$ cat src/sv/arh_pkg.sv
package arh_pkg;

  localparam int BIN_COUNT_DEF  = 16;
  localparam int COUNT_BITS_DEF = 32;
  localparam int SAMPLE_W       = 32;
  localparam int START_W        = 31;
  localparam int EXP_W          = 5;

  localparam logic [EXP_W-1:0] EXP_LIMIT = 5'd31;

  localparam logic MODE_SAMPLE = 1'b0;
  localparam logic MODE_READ   = 1'b1;

  typedef struct packed {
    logic capture;      // take a new word into the sample register
    logic widen;        // double the bin width by one step
    logic emit_sample;  // count the sample and load the output register
    logic emit_neg;     // load the output register with a dropped sample
    logic emit_read;    // load the output register with the next bin
  } arh_cmd_t;

  typedef struct packed {
    logic neg;
    logic need_widen;
    logic rd_last;
  } arh_status_t;

endpackage

$ cat src/sv/arh_datapath.sv
module arh_datapath #(
  parameter int BIN_COUNT  = arh_pkg::BIN_COUNT_DEF,
  parameter int COUNT_BITS = arh_pkg::COUNT_BITS_DEF
) (
  input  logic                             clk_i,
  input  logic                             rst_ni,
  input  arh_pkg::arh_cmd_t                cmd_i,
  output arh_pkg::arh_status_t             status_o,
  input  logic [arh_pkg::SAMPLE_W-1:0]     sample_i,
  output logic [$clog2(BIN_COUNT)-1:0]     bin_num_o,
  output logic [COUNT_BITS-1:0]            bin_count_o,
  output logic [arh_pkg::START_W-1:0]      bin_start_o,
  output logic [arh_pkg::EXP_W-1:0]        scale_log2_o,
  output logic                             ignored_o,
  output logic                             last_o
);
  import arh_pkg::*;

  localparam int IdxW = $clog2(BIN_COUNT);
  localparam int Half = BIN_COUNT / 2;

  logic [SAMPLE_W-1:0]   sample_q;
  logic [EXP_W-1:0]      exp_q, exp_d;
  logic [IdxW-1:0]       rd_idx_q;
  logic [COUNT_BITS-1:0] bins_q [BIN_COUNT];
  logic [COUNT_BITS-1:0] bins_d [BIN_COUNT];
  logic [COUNT_BITS-1:0] merged [BIN_COUNT];

  logic [START_W-1:0]    raw;
  logic [START_W-1:0]    shifted;
  logic                  over;
  logic [IdxW-1:0]       idx_sel;
  logic [IdxW-1:0]       sel;
  logic [COUNT_BITS-1:0] cur;
  logic [COUNT_BITS-1:0] inc;
  logic [START_W-1:0]    start;

  logic [IdxW-1:0]       bin_num_q;
  logic [COUNT_BITS-1:0] bin_count_q;
  logic [START_W-1:0]    bin_start_q;
  logic [EXP_W-1:0]      scale_q;
  logic                  ignored_q;
  logic                  last_q;

  assign raw     = sample_q[START_W-1:0];
  assign shifted = raw >> exp_q;
  assign over    = (shifted >= START_W'(BIN_COUNT));
  assign idx_sel = over ? IdxW'(BIN_COUNT - 1) : shifted[IdxW-1:0];

  assign status_o.neg        = sample_q[SAMPLE_W-1];
  assign status_o.need_widen = over && (exp_q != EXP_LIMIT);
  assign status_o.rd_last    = (rd_idx_q == IdxW'(BIN_COUNT - 1));

  // one read port, shared by counting and readout
  assign sel   = cmd_i.emit_read ? rd_idx_q : idx_sel;
  assign cur   = bins_q[sel];
  assign inc   = (cur == '1) ? cur : cur + 1'b1;
  assign start = START_W'(sel) << exp_q;

  // pair merge, saturating; an odd top bin has no partner and is dropped
  always_comb begin
    for (int i = 0; i < BIN_COUNT; i++) begin
      merged[i] = '0;
    end
    for (int i = 0; i < Half; i++) begin
      logic [COUNT_BITS:0] sum;
      sum       = {1'b0, bins_q[2*i]} + {1'b0, bins_q[2*i+1]};
      merged[i] = sum[COUNT_BITS] ? '1 : sum[COUNT_BITS-1:0];
    end
  end

  always_comb begin
    exp_d = exp_q;
    for (int i = 0; i < BIN_COUNT; i++) begin
      bins_d[i] = bins_q[i];
    end
    if (cmd_i.widen) begin
      exp_d = exp_q + 1'b1;
      for (int i = 0; i < BIN_COUNT; i++) begin
        bins_d[i] = merged[i];
      end
    end else if (cmd_i.emit_sample) begin
      bins_d[idx_sel] = inc;
    end
  end

  always_ff @(posedge clk_i or negedge rst_ni) begin
    if (!rst_ni) begin
      exp_q <= '0;
      for (int i = 0; i < BIN_COUNT; i++) begin
        bins_q[i] <= '0;
      end
    end else begin
      exp_q <= exp_d;
      for (int i = 0; i < BIN_COUNT; i++) begin
        bins_q[i] <= bins_d[i];
      end
    end
  end

  always_ff @(posedge clk_i or negedge rst_ni) begin
    if (!rst_ni) begin
      rd_idx_q <= '0;
    end else if (cmd_i.capture) begin
      rd_idx_q <= '0;
    end else if (cmd_i.emit_read) begin
      rd_idx_q <= rd_idx_q + 1'b1;
    end
  end

  always_ff @(posedge clk_i) begin
    if (cmd_i.capture) begin
      sample_q <= sample_i;
    end
  end

  // output word register
  always_ff @(posedge clk_i) begin
    if (cmd_i.emit_neg) begin
      bin_num_q   <= '0;
      bin_count_q <= '0;
      bin_start_q <= '0;
      scale_q     <= exp_q;
      ignored_q   <= 1'b1;
      last_q      <= 1'b1;
    end else if (cmd_i.emit_sample) begin
      bin_num_q   <= idx_sel;
      bin_count_q <= inc;
      bin_start_q <= start;
      scale_q     <= exp_q;
      ignored_q   <= 1'b0;
      last_q      <= 1'b1;
    end else if (cmd_i.emit_read) begin
      bin_num_q   <= rd_idx_q;
      bin_count_q <= cur;
      bin_start_q <= start;
      scale_q     <= exp_q;
      ignored_q   <= 1'b0;
      last_q      <= status_o.rd_last;
    end
  end

  assign bin_num_o    = bin_num_q;
  assign bin_count_o  = bin_count_q;
  assign bin_start_o  = bin_start_q;
  assign scale_log2_o = scale_q;
  assign ignored_o    = ignored_q;
  assign last_o       = last_q;

  a_widen_below_limit: assert property (@(posedge clk_i) disable iff (!rst_ni)
    cmd_i.widen |-> exp_q != EXP_LIMIT)
    else $error("widening at exponent limit");

  a_widen_steps_exp: assert property (@(posedge clk_i) disable iff (!rst_ni)
    cmd_i.widen |=> exp_q == EXP_W'($past(exp_q) + 1'b1))
    else $error("exponent did not step on widening");

  a_count_in_range: assert property (@(posedge clk_i) disable iff (!rst_ni)
    cmd_i.emit_sample |-> !status_o.need_widen && !status_o.neg)
    else $error("sample counted before scaling finished");

endmodule

$ cat src/sv/arh_ctrl.sv
module arh_ctrl (
  input  logic                 clk_i,
  input  logic                 rst_ni,
  input  logic                 in_valid_i,
  output logic                 in_stall_o,
  input  logic                 mode_i,
  output logic                 out_valid_o,
  input  logic                 out_stall_i,
  output arh_pkg::arh_cmd_t    cmd_o,
  input  arh_pkg::arh_status_t status_i
);
  import arh_pkg::*;

  typedef enum logic [2:0] {
    S_IDLE  = 3'b001,
    S_SCALE = 3'b010,
    S_READ  = 3'b100
  } state_e;

  state_e state_q, state_d;
  logic   out_valid_q, out_valid_d;
  logic   out_free;
  logic   in_acc;
  logic   emit;

  assign out_free   = !out_valid_q || !out_stall_i;
  assign in_stall_o = (state_q != S_IDLE);
  assign in_acc     = in_valid_i && !in_stall_o;

  always_comb begin
    state_d = state_q;
    cmd_o   = '0;
    case (state_q)
      S_IDLE: begin
        if (in_acc) begin
          cmd_o.capture = 1'b1;
          state_d       = (mode_i == MODE_READ) ? S_READ : S_SCALE;
        end
      end
      S_SCALE: begin
        if (status_i.neg) begin
          if (out_free) begin
            cmd_o.emit_neg = 1'b1;
            state_d        = S_IDLE;
          end
        end else if (status_i.need_widen) begin
          cmd_o.widen = 1'b1;
        end else if (out_free) begin
          cmd_o.emit_sample = 1'b1;
          state_d           = S_IDLE;
        end
      end
      S_READ: begin
        if (out_free) begin
          cmd_o.emit_read = 1'b1;
          if (status_i.rd_last) begin
            state_d = S_IDLE;
          end
        end
      end
      default: begin
        state_d = S_IDLE;
      end
    endcase
  end

  assign emit = cmd_o.emit_neg || cmd_o.emit_sample || cmd_o.emit_read;

  always_comb begin
    out_valid_d = out_valid_q;
    if (emit) begin
      out_valid_d = 1'b1;
    end else if (!out_stall_i) begin
      out_valid_d = 1'b0;
    end
  end

  always_ff @(posedge clk_i or negedge rst_ni) begin
    if (!rst_ni) begin
      state_q     <= S_IDLE;
      out_valid_q <= 1'b0;
    end else begin
      state_q     <= state_d;
      out_valid_q <= out_valid_d;
    end
  end

  assign out_valid_o = out_valid_q;

  a_read_entry: assert property (@(posedge clk_i) disable iff (!rst_ni)
    in_acc && mode_i == MODE_READ |=> state_q == S_READ)
    else $error("readout word not started");

  a_read_exit: assert property (@(posedge clk_i) disable iff (!rst_ni)
    state_q == S_READ && cmd_o.emit_read && status_i.rd_last |=> state_q == S_IDLE)
    else $error("readout ran past last bin");

  a_no_widen_neg: assert property (@(posedge clk_i) disable iff (!rst_ni)
    state_q == S_SCALE && status_i.neg |-> !cmd_o.widen)
    else $error("dropped sample caused widening");

endmodule

$ cat src/sv/auto_rescaling_histogram.sv
// channel | handshake                | payload
// --------+--------------------------+---------------------------------------
// in      | in_valid_i, in_stall_o   | mode_i, sample_i
// out     | out_valid_o, out_stall_i | bin_num_o, bin_count_o, bin_start_o,
//         |                          | scale_log2_o, ignored_o, last_o
//
// a sample word is captured, then the bin width is doubled as needed, as the merge unit
// doubles the width once a cycle, then the sample is counted; a readout word sends
// one bin a cycle through the single bin read port while the output is not stalled.
// reset clears all bins, the width exponent and the output valid at once.
// a stalled output word holds; a new input word is taken while it waits.
module auto_rescaling_histogram #(
  parameter int BIN_COUNT  = arh_pkg::BIN_COUNT_DEF,
  parameter int COUNT_BITS = arh_pkg::COUNT_BITS_DEF
) (
  input  logic                         clk_i,
  input  logic                         rst_ni,
  input  logic                         in_valid_i,
  output logic                         in_stall_o,
  input  logic                         mode_i,
  input  logic [arh_pkg::SAMPLE_W-1:0] sample_i,
  output logic                         out_valid_o,
  input  logic                         out_stall_i,
  output logic [$clog2(BIN_COUNT)-1:0] bin_num_o,
  output logic [COUNT_BITS-1:0]        bin_count_o,
  output logic [arh_pkg::START_W-1:0]  bin_start_o,
  output logic [arh_pkg::EXP_W-1:0]    scale_log2_o,
  output logic                         ignored_o,
  output logic                         last_o
);
  import arh_pkg::*;

  arh_cmd_t    cmd;
  arh_status_t status;

  arh_ctrl u_ctrl (
    .clk_i       (clk_i),
    .rst_ni      (rst_ni),
    .in_valid_i  (in_valid_i),
    .in_stall_o  (in_stall_o),
    .mode_i      (mode_i),
    .out_valid_o (out_valid_o),
    .out_stall_i (out_stall_i),
    .cmd_o       (cmd),
    .status_i    (status)
  );

  arh_datapath #(
    .BIN_COUNT  (BIN_COUNT),
    .COUNT_BITS (COUNT_BITS)
  ) u_datapath (
    .clk_i        (clk_i),
    .rst_ni       (rst_ni),
    .cmd_i        (cmd),
    .status_o     (status),
    .sample_i     (sample_i),
    .bin_num_o    (bin_num_o),
    .bin_count_o  (bin_count_o),
    .bin_start_o  (bin_start_o),
    .scale_log2_o (scale_log2_o),
    .ignored_o    (ignored_o),
    .last_o       (last_o)
  );

endmodule
$ cat config.mk
export PLATFORM = sky130hd
export DESIGN_NAME = auto_rescaling_histogram
export DESIGN_NICKNAME = d
export VERILOG_FILES = /design/src/sv/arh_pkg.sv /design/src/sv/arh_datapath.sv /design/src/sv/arh_ctrl.sv /design/src/sv/auto_rescaling_histogram.sv
export SDC_FILE = /design/constraint.sdc
export NUM_CORES = 2
export LEC_CHECK = 0
export BUFFER_PORTS_ARGS = -buffer_cell sky130_fd_sc_hd__clkbuf_2
export CORE_MARGIN = 10
export CORE_UTILIZATION = 64
export DETAILED_ROUTE_END_ITERATION = 8
export PLACE_DENSITY = 0.81
export SLEW_MARGIN = 20
export SYNTH_ARGS = -nofsm -noshare
export SYNTH_HDL_FRONTEND = slang
export SYNTH_SLANG_ARGS = --single-unit
$ cat constraint.sdc
create_clock -name clk_i -period 6.94 [get_ports clk_i]
set_input_delay 0 -clock clk_i [delete_from_list [all_inputs] [get_ports clk_i]]
set_output_delay 0 -clock clk_i [all_outputs]
set_load 0.01 [all_outputs]
# After elaboration in Yosys (flattened, before gate mapping)
# Index checks and enable logic that the tools add are counted.
# totals
register_bits,631
input_bits,37
out_inout_bits,76
elab_cells,124
# classes
n_addsub,11
magnitude_cmp,4
eq_ne,12
n_shift,2
n_mux,51
bitwise,2
reduce_logical,15
# ops
cell,n
$mux W512,2
$bwmux W512,1
$mux W32,14
$add A32 B32 Y33,8
$bmux W32 S4,1
$demux W32 S4,1
$mux W31,2
$add A32 B1 Y32 const B,1
$eq A32 B32 Y1 const B,1
$ge A31 B5 Y1 const B,1
$shl A4 B5 Y31,1
$shr A31 B5 Y31,1
$mux W3,8
$mux W4,6
$mux W5,3
$mux W1,11
$ge A5 B5 Y1 const B,2
$not A4 Y5,2
$pmux W3 S3,1
$ne A2 B1 Y1 const B,3
$reduce_bool A2 Y1,3
$add A5 B1 Y5 const B,1
$lt A5 B1 Y1 const B,1
$ne A5 B5 Y1 const B,1
15 further kinds,21

# Logic depth before layout (Yosys ltp)
# depth
word_depth,14
depth_mapped,27
mapped_depth_nobuf,20

# Hierarchy
# From an unflattened synthesis, not the netlist that was laid out.
# hier_totals
cells_unflattened,4747
area_unflattened_um2,43708.2
# modules_own_cells
mod,instances,cells_per_inst,area_per_inst_um2,seq_area_each_um2
arh_datapath,1,4716,43426.6,15529.9
arh_ctrl,1,31,281.5,101.3

# Worst setup path after synthesis
# No wires, ideal clock.
# synth_path
path_type,reg-to-reg
start,reg u_datapath.exp_q[1]
end,reg u_datapath.bins_q[286] in the netlist's numbering
arrival_ps,5842
t_required_ps,6802
setup_slack_ps,960
stages_incl_launch_ff,27
n_path_buf,9
cell_sequence,dfrtp_1 -> buf_2 -> buf_2 -> buf_2 -> buf_2 -> mux4_2 -> o2111ai_1 -> o211ai_1 -> a31oi_1 -> nand2_1 -> nor3_1 -> a21boi_1 -> buf_2 -> buf_2 -> buf_1 -> clkbuf_1 -> o211ai_1 -> o21ai_0 -> o221ai_1 -> ha_1 -> nand3_1 -> or2_1 -> nor4_1 -> nor4b_2 -> xnor2_1 -> buf_2 -> o211ai_1
# synth_via
elab_chain_len,13
elab_cells_between_ends,27
# synth_lines
element,line_no,source
start: declaration,arh_datapath.sv:23,"logic [EXP_W-1:0] exp_q, exp_d;"
start signal: assignment,arh_datapath.sv:94,exp_q <= exp_d;
$shr A31 B5 Y31,arh_datapath.sv:46,assign shifted = raw >> exp_q;
$ge A31 B5 Y1,arh_datapath.sv:47,assign over = (shifted >= START_W'(BIN_COUNT));
$mux W4,arh_datapath.sv:48,assign idx_sel = over ? IdxW'(BIN_COUNT - 1) : shifted[IdxW-1:0];
$mux W4,arh_datapath.sv:55,assign sel = cmd_i.emit_read ? rd_idx_q : idx_sel;
$not A4 Y5 (implied by the code),arh_datapath.sv:56,assign cur = bins_q[sel];
$bmux W32 S4,arh_datapath.sv:56,
$mux W32 (implied by the code) (2 in series),arh_datapath.sv:56,
$add A32 B1 Y32 / $eq A32 B32 Y1 (equally long branches),arh_datapath.sv:57,assign inc = (cur == '1) ? cur : cur + 1'b1;
$mux W32,arh_datapath.sv:57,
$bwmux W512,arh_datapath.sv:83,bins_d[idx_sel] = inc;
$mux W512,arh_datapath.sv:82,end else if (cmd_i.emit_sample) begin
$mux W512,arh_datapath.sv:77,if (cmd_i.widen) begin
end signal: indexed assignment,arh_datapath.sv:96,bins_q[i] <= bins_d[i];
end: declaration,arh_datapath.sv:25,logic [COUNT_BITS-1:0] bins_q [BIN_COUNT];
# Parallel ways exist; a longest one is shown, timed or not. The select of a mux whose other input is x is not followed.
# A chain may end at the register's enable or synchronous reset.

# Worst setup path after layout
# layout_path
start,reg u_datapath.exp_q[0]
end,reg u_datapath.bins_q[382] in the netlist's numbering
# Same word-level chain as after synthesis.

==> results.toml <==
[logic_synthesis]
syn_nets = 5352
yosys.area_share.simple_pct = 16.6
yosys.area_share.adder_pct = 7.84
synth_top_family_by_area = "compound AO/OA/AOI/OAI gates"
synth.top_cell.area_share_pct = 30.1
ys_seq_elements = 631
synth-xor-area-share_pct = 4.93
yosysWarnings = 0
syn_area_sq_um = 43500
syn_inst = 5047
ys_seq_area_share_pct = 35.9
synthMuxAreaShare_pct = 6.17
ys_async_sr_fraction_pct = 83.2
synth_area_leaders = "dfrtp_1 30%, ha_1 7.5%, o21ai_0 6.7%, nand2_1 4.8%, a21oi_1 4.2%"
synth.avg_cell_area_sq_um = 8.62
synth_edf_count = 37
synthFlopType = "dfrtp_1"
synth_top_cell_by_area = "dfrtp_1"
ys_types = 102
synth_compound_area_share_pct = 24.5

[routing]
viasPerCell = 7.11
drc_errors = 0
via_count = 43135
dr.first_iter.drc_count = 6664
wl_um = 164000
wl_per_cell_um = 27.1
dr.pass1.iters = 9
wl_met3_um = 27000
wl_met2_um = 67300
wl_met1_um = 62500
antenna_left = 0
routed.top_layer = "met5"

[layout]
fin_nets = 5444
final_cell_mix = "578 x o21ai_0, 549 x nand2_1, 522 x dfrtp_1, 367 x a21oi_1, 362 x nand3_1"
finalNonFillerCells = 6071
antenna_cells = 0
area_growth_syn_to_layout_pct = 12.5
drive_gt1_share_pct = 11.8
layout_commonest_cell = "o21ai_0"

[global_routing]
grt_pass1_wl_um = 245000
grt_pass1_vias = 40365
grt_antenna_before_repair = 4
grt_overflow = 0
grt_max_degree = 153
gr-usage-all-layers_pct = 40.4

[sta]
worst_slack_ps = 144
hold_viol_final = 0
maxSlewViolCount = 0
tightestPinTransition_ps = 1110
fmax_ghz = 0.147
setup-violations-final = 0
tns_ps = 0
min_period_over_period_pct = 97.9
layout_min_cycle_time_ps = 6800
slew-limit-headroom_pct = 25.7
worst_clock_skew_ps = 21.2

[worst_setup_path]
crit_path_max_fanout = 20
cp_num_buf_inv = 4
cp_common_cell = "nor4_1"
required_ps = 7420
cp-start-kind = "flip-flop"
reg2reg_depth = 21
r2r_slack_ps = 140
crit_slowest_cell = "mux4_2"
cp_slowest_stage_delay_ps = 600
r2r_start = "u_datapath.exp_q[0]$_DFFE_PN0P_"
critPathArrivalTime_ps = 7270
critPathKind = "reg -> reg"
critical_path.top_delay_family = "simple AND/OR/NAND/NOR gates"
cp-end-kind = "flip-flop"
path_cells = "buf_4 -> mux4_2 -> nor4_1 -> nor4_1 -> nor4_1 -> o211ai_1 -> nor3_1 -> nand2_1 -> nand2_2 -> buf_12 -> mux2i_1 -> o22ai_1 -> o21ai_0 -> nand4b_4 -> or2_1 -> nor4_1 -> buf_4 -> nor4b_2 -> xnor2_1 -> buf_12 -> o211ai_1"
r2r_end = "u_datapath.bins_q[382]$_DFFE_PN0P_"

[clock_tree]
cts_tree = "done"
cts_buffers = 71
post_cts_buffers = 0
h-tree-depth = 3
clk_path_buf_depth = 3
root_buffer = "clkbuf_16"
clk_pin_slew_worst_paths_ps = 70
cts_sinks = 631
clk_latency_ps = 650

[hold_path]
hold_path.class = "in -> async"

[floorplan]
fp.dieW_um = 281
die_area_sq_um = 78800
start_util_pct = 64.7
fp.dieH_um = 281
coreArea_sq_um = 67300
io-pin-count = 113
rows = 95

[placed_design]
hpwl_um = 118000
placedCellCount = 5900
io_buffer_count = 112
dp_slack_ps = 24.1
place_congestion = 1.08

[power_and_ir_drop]
pwr_density_cell_nw_per_um2 = 386
ir_worst_vdd_uv = 262
p_leak_uw = 0.0221
power_uw = 18900

[run_status]
run_status = "finished clean"

[job]
max_cap_violations = 0
synth_stat cells (27+ instances only):
library cell  count
nand2b_1         38
ha_1            260
buf_2            55
nor2_1          264
inv_1            91
or2_2            32
mux2i_1         167
dfxtp_1          69
xor2_1           89
nand2_1         551
edfxtp_1         37
mux2_2           32
nor3_1           87
a21oi_1         367
clkbuf_1        253
dfrtp_1         524
a221oi_1         38
o21ai_0         580
o21a_1           38
o211ai_1        181
nor2b_1          27
nand3_1         364
a211oi_1         52
a22oi_1          38
xnor2_1         154
a221o_1          33
and2_1           51
mux4_2           29
or3_1            34
a21o_1           56
o22ai_1          32
state kept, by name, indices dropped and copies added (netlist names), 3 cells and up:
register,cells
u_datapath.bin_count_o,32
u_ctrl.state_q,3
u_datapath.bin_num_o,4
u_datapath.exp_q,5
u_datapath.sample_q,32
u_datapath.rd_idx_q,4
u_datapath.scale_log2_o,5
u_datapath.bin_start_o,31
u_datapath.bins_q,512
power by group:
part           leakage [uW]  switching, uW  internal, uW
Clock               0.00121           1680          2390
Sequential          0.00770           1150          4570
Combinational        0.0131           5430          3670
Total                0.0221           8260         10600
layer usage:
metal / GRT usage, % / vias to the layer above
li1: - / 18828
met1: 54.0 / 20645
met2: 57.6 / 3159
met3: 15.3 / 495
met4: 17.4 / 8
met5: 0 / -
cell type report:
type | count | area (sq um)
multi-input combinational | 3981 | 26400
sequential | 631 | 15600
clock buffer | 96 | 2000
inverter | 93 | 349
timing repair buffer | 361 | 3040
fill | 5103 | 18300
tap | 873 | 1090
clock inverter | 36 | 483
worst register-to-register path: stages (launching register included):
cell and delay (ps):
dfrtp_4 560, buf_4 210, mux4_2 600, nor4_1 440, nor4_1 100, nor4_1 200, o211ai_1 250, nor3_1 530
nand2_1 150, nand2_2 290, buf_12 270, mux2i_1 570, o22ai_1 220, o21ai_0 350, nand4b_4 220, or2_1 310
nor4_1 380, buf_4 200, nor4b_2 280, xnor2_1 210, buf_12 200, o211ai_1 110
how the worst max path moves through the flow:
stage                                    startpoint                                 end  slack (ps)  depth (start not counted)
global placement    u_datapath.exp_q[0]$_DFFE_PN0P_  u_datapath.bins_q[350]$_DFFE_PN0P_         150                         21
finish              u_datapath.exp_q[0]$_DFFE_PN0P_  u_datapath.bins_q[382]$_DFFE_PN0P_         140                         21
floorplan           u_datapath.exp_q[1]$_DFFE_PN0P_  u_datapath.bins_q[286]$_DFFE_PN0P_         960                         26
global route        u_datapath.exp_q[0]$_DFFE_PN0P_  u_datapath.bins_q[356]$_DFFE_PN0P_         -10                         24
detailed placement  u_datapath.exp_q[0]$_DFFE_PN0P_  u_datapath.bins_q[350]$_DFFE_PN0P_          20                         21
CTS                 u_datapath.exp_q[0]$_DFFE_PN0P_  u_datapath.bins_q[382]$_DFFE_PN0P_          10                         21
through the flow:
stage               instance area [sq um]  hold WS (ps)  utilization [%]
floorplan                           43500          -296                -
global placement                    46000           137             68.4
detailed placement                  46000           123             68.4
CTS                                 48900          45.9             72.7
global route                        49000          77.8             72.8
finish                              49000          37.2             72.8
kinds of logic (layout without fill, tap and decap cells):
family,count (synthesis),after routing
adders and majority gates,268,268
buffers and inverters,435,586
AOI/OAI and AO/OA,1687,1687
xor gates and xnor gates,244,244
DFF,631,631
muxes,228,228
and+or+nand+nor,1554,1554
what timing repair did:
item                                    CTS  global route
hold buffers                             38             0
endpoints found under the setup margin    0           420
resized for setup                         0            14
endpoints found under the hold margin   137             0
Power figures use the tool's default switching activity.
